==> src/design/ssf_pkg.sv <==
package ssf_pkg;

  // array geometry and storage
  localparam int LANES       = 2;
  localparam int MEM_DEPTH   = 256;
  localparam int DATA_BITS   = 16;
  localparam int ADDR_W      = $clog2(MEM_DEPTH);
  localparam int LANE_W      = (LANES > 1) ? $clog2(LANES) : 1;
  localparam int MAX_RESULTS = 64;
  localparam int CNT_W       = $clog2(MAX_RESULTS);
  localparam int WAVE_W      = 5;

  // field widths fixed by the interface
  localparam int INDEX_W    = 8;
  localparam int VALUE_W    = 16;
  localparam int OUT_LANE_W = 3;
  localparam int CFG_IDX_W  = 3;
  localparam int CFG_DATA_W = 8;

  // input operation codes
  localparam logic OP_WRITE = 1'b0;
  localparam logic OP_START = 1'b1;

  // feed side codes
  localparam logic FEED_SIDE = 1'b0;
  localparam logic FEED_TOP  = 1'b1;

  // configuration register indexes
  localparam logic [CFG_IDX_W-1:0] REG_A_BASE = 3'd0;
  localparam logic [CFG_IDX_W-1:0] REG_A_COLS = 3'd1;
  localparam logic [CFG_IDX_W-1:0] REG_A_GAP  = 3'd2;
  localparam logic [CFG_IDX_W-1:0] REG_B_BASE = 3'd3;
  localparam logic [CFG_IDX_W-1:0] REG_B_ROWS = 3'd4;
  localparam logic [CFG_IDX_W-1:0] REG_B_COLS = 3'd5;
  localparam logic [CFG_IDX_W-1:0] REG_B_GAP  = 3'd6;

  // controller to datapath commands
  typedef struct packed {
    logic mem_write;
    logic clear;
    logic issue;
  } ssf_cmd_t;

  // datapath to controller status
  typedef struct packed {
    logic no_waves;
    logic final_pos;
    logic stage_free;
    logic pipe_empty;
  } ssf_stat_t;

endpackage

==> src/design/ssf_ctrl.sv <==
module ssf_ctrl (
  input  logic              clk,
  input  logic              rst_n,
  input  logic              in_valid,
  input  logic              in_operation,
  output logic              in_ready,
  input  ssf_pkg::ssf_stat_t stat,
  output ssf_pkg::ssf_cmd_t  cmd
);
  import ssf_pkg::*;

  localparam logic [1:0] S_IDLE  = 2'd0;
  localparam logic [1:0] S_RUN   = 2'd1;
  localparam logic [1:0] S_DRAIN = 2'd2;

  logic [1:0] state_r;
  logic [1:0] state_nxt;
  logic       accept;

  assign in_ready = (state_r == S_IDLE);
  assign accept   = in_valid && in_ready;

  // commands
  always_comb begin
    cmd           = '0;
    cmd.mem_write = accept && (in_operation == OP_WRITE);
    cmd.clear     = accept && (in_operation == OP_START);
    cmd.issue     = (state_r == S_RUN) && stat.stage_free;
  end

  // sequencer
  always_comb begin
    state_nxt = state_r;
    unique case (state_r)
      S_IDLE: begin
        if (accept && (in_operation == OP_START) && !stat.no_waves) begin
          state_nxt = S_RUN;
        end
      end
      S_RUN: begin
        if (cmd.issue && stat.final_pos) begin
          state_nxt = S_DRAIN;
        end
      end
      S_DRAIN: begin
        if (stat.pipe_empty) begin
          state_nxt = S_IDLE;
        end
      end
      default: state_nxt = S_IDLE;
    endcase
  end

  always_ff @(posedge clk) begin
    if (!rst_n) begin
      state_r <= S_IDLE;
    end else begin
      state_r <= state_nxt;
    end
  end

  // nothing is in flight while new beats are taken
  a_idle_empty: assert property (@(posedge clk) disable iff (!rst_n)
    in_ready |-> stat.pipe_empty)
    else $error("input taken while results in flight");

  // a start with waves to send closes the input
  a_start_busy: assert property (@(posedge clk) disable iff (!rst_n)
    (cmd.clear && !stat.no_waves) |=> !in_ready)
    else $error("input still open after start");

endmodule

==> config.mk <==
export PLATFORM = sky130hd
export DESIGN_NAME = ssf_ctrl
export DESIGN_NICKNAME = d
export VERILOG_FILES = /design/src/design/ssf_pkg.sv /design/src/design/ssf_ctrl.sv
export SDC_FILE = /design/constraint.sdc
export NUM_CORES = 1
export LEC_CHECK = 0
export ABC_CLOCK_PERIOD_IN_PS = 2100
export BUFFER_PORTS_ARGS = -buffer_cell sky130_fd_sc_hd__buf_2
export CAP_MARGIN = 10
export CORE_AREA = 5 5 42 44
export DETAILED_ROUTE_END_ITERATION = 6
export DIE_AREA = 0 0 47 49
export GPL_ROUTABILITY_DRIVEN = 0
export RECOVER_POWER = 25
export SLEW_MARGIN = 30
export SYNTH_ARGS = -nofsm -noshare
export SYNTH_HDL_FRONTEND = slang
export SYNTH_SLANG_ARGS = --single-unit
==> constraint.sdc <==
create_clock -name clk -period 2.1 [get_ports clk]
set_input_delay 0.42 -clock clk [delete_from_list [all_inputs] [get_ports clk]]
set_output_delay 0.42 -clock clk [all_outputs]
set_load 0.01 [all_outputs]
# Word level (Yosys, flattened, before mapping)
# Cells that the tools add are included.
# totals
ff_bits	2
out_inout_bits	4
# classes
bitwise	1
n_eq_ne	5
n_reduce_logical	9
n_mux	4
# op_table
operator	n
logical AND 1 bit	6
two-way mux 2 bit	3
case mux 2 bit (3 select lines)	1
inequality test 2 x 1 -> 1 bit, second input constant	2
AND reduction 3 bit	1
== test 2 x 1 -> 1 bit, second input constant	1
== test 2 bit, second input constant	1
logical NOT 2 bit	1
inequality test 2 bit, second input constant	1
logical NOT 1 bit	1
inverter 1 bit	1

# Depth between registers and ports, before layout
# Gate-level depths: netlist of the first run.
# logic_depth
ltp_word	6
depth_mapped	2
mapped_depth_nobuf	2

# Worst setup path after synthesis of the first run
# OpenSTA, ideal clock, no wires.
# synth_path
kind	input -> output
startpoint	input in_operation
endpoint	output cmd[2] (netlist bit)
t_required_ns	1.680
path_stages	1
setup_slack_ns	0.822
t_arrival_ns	0.858
path_buffers	0
cell_sequence	nor4b_1
# synth_between
elab_chain_len	2
# synth_lines
element	line_no	text
from (decl)	ssf_ctrl.sv:5	input logic in_operation,
inverter 1 bit	ssf_ctrl.sv:26	cmd.mem_write = accept && (in_operation == OP_WRITE);
logical AND 1 bit	ssf_ctrl.sv:26	
to (decl)	ssf_ctrl.sv:8	output ssf_pkg::ssf_cmd_t cmd
# Every way passes these cells.

==> metrics.yaml, run 1 <==
crit_path_max_fanout: 7
ys.warnings.count: 0
grt_pass1_vias: 165
synthesis.nets: 21
rows: 14
setup_viol: 0
synth-edff-count: 0
cts_tree: "built"
root_buffer: "clkbuf_4"
min_from: "rst_n"
worstSetupEndpointType: "primary output"
drt_iter0_markers: 0
tns_ns: 0
top_register: "state_r"
clk_latency_ns: 0.22
post-route-util_pct: 16.1
core_um2: 1400
top_regs: "state_r x2"
max-cap-violations: 0
power_density_nw_per_um2: 643
clock_path_buffers: 2
antenna_cells: 0
grt_pass1_wl_um: 545
rsz0062_at_grt: "no"
clk_pin_slew_ns: 0.03
overflow: 0
pwr-share-comb_pct: 13.8
switching_share_pct: 21.2
avgSynthCellArea_um2: 9.82
start_util_pct: 9.11
clkPwrFrac_pct: 57.7
netlist_area_um2: 128
critPathKind: "reg -> out"
cp_slowest_cell: "dfxtp_1"
synthDistinctLibCells: 11
cts-buffers-inserted: 3
max_stage_delay_ns: 0.34
relSlewSlack_pct: 85.6
die_area_um2: 2300
fill_cells: 167
ant_nets: 0
synth_ff_type: "dfxtp_1"
finalHoldViolations: 0
holdWs_ns: 0.476
placed_cells: 40
fin_crit_ns: 1.44
cts_setup_buffers: 0
multi_input_area_um2: 83.8
worst-path-buf-inv: 1
drive_above_1_share_pct: 59.3
max_freq_ghz: 0.694
pre_cts_ws_ns: 0.768
cts_resized: 0
path_cells: "nor4b_1, buf_2"
ios: 12
synth-xor-area-share_pct: 0
antenna_found_initial: 0
grt_use_total_pct: 3.87
synth-seq-cells: 2
largest_register_ffs: 2
seq_area_frac_synth_pct: 31.4
post_drt_via_cell_ratio: 3.56
wl_per_cell_um: 8.84
portBuffers: 11
worstReg2RegStart: "state_r[1]"
h-tree-depth: 1
final_max_slew_viol_count: 0
intPower_uw: 114
setup_slack_ns: 0.659
critPathArrivalTime_ns: 1.02
ctsHoldBuffers: 0
first_pass_iters: 1
grt_max_degree: 8
ir_drop_mv: 0.0911
start_kind: "flop"
drc_errors: 0
skew_ns: 0.00149
num_vias: 153
async_reset_ff_share_pct: 0
synth_top_area_share_pct: 31.4
synthTopCellsByCount: "and3b_2, dfxtp_1"
synth_top_area_cell: "dfxtp_1"
critPathTopFamily: "flip-flops"
synth_mux_area_share_pct: 0
ff_latch_area_um2: 40.0
synth_adder_area_share_pct: 0
fin_crit_sh_pct: 68.6
final_cell_count_no_fill: 43
hold_class: "in -> reg"
p_sw_uw: 30.7
area_growth_pct: 76.5
p_leak_uw: 0.000108
worstPathRequired_ns: 1.68
layout.nets: 37
cts.sinks: 2
synth_top_family_by_area: "simple AND/OR/NAND/NOR gates"
wirelength_um: 380
syn-instance-count: 13
synth.area.top_cells: "dfxtp_1, and3b_2, and4bb_1"
outcome: "finished clean"
fp.dieW_um: 47
synth-simple-area-share_pct: 52.0
seqPwrFrac_pct: 28.5
tightest_slew_ns: 0.213
die_height_um: 49
crit_start: "state_r[0]"
synth_compound_area_share_pct: 13.7
[area by class of cell]
| class | count | area share (%) |
|---|---|---|
| flip-flops and latches | 2 | 17.8 |
| inverters | 1 | 1.67 |
| repair buffers | 11 | 24.4 |
| well taps | 16 | 8.89 |
| clock buffers | 3 | 10.0 |
| multi-input cells | 10 | 37.2 |
[path summary, 6_finish.rpt]
path / endpoint / slack [ns] / cells past startpoint
max reg2reg: state_r[0] / 1.09 / 2
min: state_r[1] / 0.48 / 2
max: cmd[2] / 0.66 / 2
min reg2reg: state_r[1] / 0.58 / 2
[power by group through the flow]
stage	logic, uW	registers, uW	clock network, uW
global route	22.6	41.7	92.1
finish	20.0	41.3	83.5
CTS	20.6	41.3	90.7
detailed placement	20.5	41.8	0
global placement	20.3	41.7	0
floorplan	8.70	41.2	0
[placed cells by master (no fill, tap or decap), drive strengths merged]
cell type	n
clkbuf	3
or3b	1
dfxtp	2
and4bb	1
a32o	1
a21boi	1
nand4b	1
nor4b	1
nand2	1
inv	1
nor2	1
buf	11
and3b	2
[through the flow]
| step | instance area [um2] | power, uW |
|---|---|---|
| finish | 225 | 145 |
| global placement | 203 | 62.0 |
| detailed placement | 203 | 62.3 |
| CTS | 225 | 153 |
| floorplan | 128 | 49.9 |
| global route | 225 | 156 |
[layer usage]
layer | share of wire [%] | global-route usage [%]
met1 | 33 | 2.18
met3 | 16 | 3.32
met4 | 0 | 4.15
met5 | 0 | 0
met2 | 52 | 6.11
[logic make-up (layout without fill, tap and decap cells)]
group / after synthesis / count (layout)
buffers and inverters: 1 / 15
AND/OR/NAND/NOR: 8 / 8
flip-flops: 2 / 2
AO/OA/AOI/OAI: 2 / 2
Power figures use the tool's default switching activity.
==> inputs of run 2 (changes only) <==
ABC_CLOCK_PERIOD_IN_PS = 1320   (was 2100)
clock period = 1.32 ns   (was 2.1 ns; I/O delays follow)
==> metrics.yaml, run 2 (synthesis results as in run 1) <==
outcome: "finished clean"
root_buffer: "clkbuf_4"
ir_drop_mv: 0.207
holdWs_ns: 0.315
power_density_nw_per_um2: 1020
fin_crit_ns: 1.28
max-cap-violations: 0
clock_path_buffers: 2
antenna_found_initial: 0
crit_path_max_fanout: 7
rsz0062_at_grt: "yes"
crit_path_end: "cmd[2]"
cts-buffers-inserted: 3
ctsHoldBuffers: 0
reg2regPathDepth: 2
layout_commonest_cell: "buf_2"
die_area_um2: 2300
drc_errors: 0
start_kind: "flop"
largest_register_ffs: 2
top_regs: "state_r x2"
stdcell_area_um2: 226
fp.dieW_um: 47
drive_above_1_share_pct: 63.0
core_um2: 1400
top_register: "state_r"
area_growth_pct: 77.5
post_drt_via_cell_ratio: 3.51
grt_pass1_vias: 153
first_pass_iters: 1
top_usage_layer: "met2"
grt_use_total_pct: 4.15
start_util_pct: 9.11
num_vias: 151
r2r_end: "state_r[0]"
most-common-layout-cells: "buf_2, clkbuf_4, and3b_2"
dpl.hpwl_um: 337
cts_tree: "built"
final_max_slew_viol_count: 0
pre_cts_ws_ns: 0.261
worstReg2RegStart: "state_r[0]"
clk_pin_slew_ns: 0.03
wl_per_cell_um: 9.12
ios: 12
fin_crit_sh_pct: 97.0
clk_latency_ns: 0.22
grt_pass1_wl_um: 586
die_height_um: 49
min_from: "rst_n"
finalHoldViolations: 0
antenna_cells: 0
hold_class: "in -> reg"
critPathArrivalTime_ns: 1.02
skew_ns: 0.00284
tightest_slew_ns: 0.215
use_met3_pct: 4.43
r2r_slack_ns: 0.33
layout.nets: 37
h-tree-depth: 1
setup_slack_ns: 0.0392
portBuffers: 11
worstPathRequired_ns: 1.06
max_freq_ghz: 0.781
wirelength_um: 392
ant_nets: 0
relSlewSlack_pct: 85.5
crit_start: "state_r[0]"
critPathKind: "reg -> out"
grt_use_met2_pct: 4.75
drt_iter0_markers: 0
worstSetupEndpointType: "primary output"
post_dp_cell_area_um2: 203
p_leak_uw: 0.000109
grt_max_degree: 8
overflow: 0
setup_viol: 0
grtUsageMet1_pct: 3.72
rows: 14
cts.sinks: 2
-- run 2: cell counts in the layout (fill, tap and decap cells not counted) --
No cell type changed its count.
-- run 2: area by class of cell --
type                    instances  area, um2
multi-input cells              10       83.8
repair buffers                 11       55.1
inverters                       1       3.75
well taps                      16       20.0
clock buffers                   3       22.5
flip-flops and latches          2       41.3
fillers                       164       1170
-- run 2: worst min path at each step --
stage | to | cells past startpoint
2_1_floorplan | state_r[1] | 1
3_3_place_gp | state_r[1] | 3
3_5_place_dp | state_r[1] | 3
4_1_cts | state_r[1] | 2
5_1_grt | state_r[1] | 2
6_report | state_r[1] | 2
-- run 2: repair_timing --
| item | CTS | global route |
|---|---|---|
| endpoints found under the setup margin | 0 | 2 |
| gates resized for setup | 0 | 1 |
| setup buffers | 0 | 0 |
| hold endpoints to repair | 0 | 0 |
-- run 2: routing by layer --
layer | wire (um) | share of wire [%]
met1 | 145 | 37
met2 | 180 | 46
met3 | 66 | 17
met4 | 0 | 0
met5 | 0 | 0
-- run 2: report_power, final --
| group | switching, uW | leakage (uW) | total, uW | internal (uW) |
|---|---|---|---|---|
| Combinational | 13.8 | 0.0000782 | 32.3 | 18.5 |
| Sequential | 2.64 | 0.0000167 | 65.6 | 63.0 |
| Clock | 33.4 | 0.0000138 | 134 | 100 |
| Total | 49.9 | 0.000109 | 232 | 182 |
-- run 2: stage by stage --
stage / std cells / utilization (%) / setup TNS (ns) / total power, uW
after floorplan: 13 / - / 0 / 79.4
after global placement: 40 / 14.5 / 0 / 98.7
after detailed placement: 40 / 14.5 / 0 / 99.4
after CTS: 43 / 16.1 / 0 / 244
after global routing: 43 / 16.2 / -0.00517 / 245
final: 43 / 16.2 / 0 / 232
-- run 2: worst max-delay path: stages (launching register included) --
cell and delay (ns):
dfxtp_1 0.34, nor4b_1 0.28, buf_2 0.18
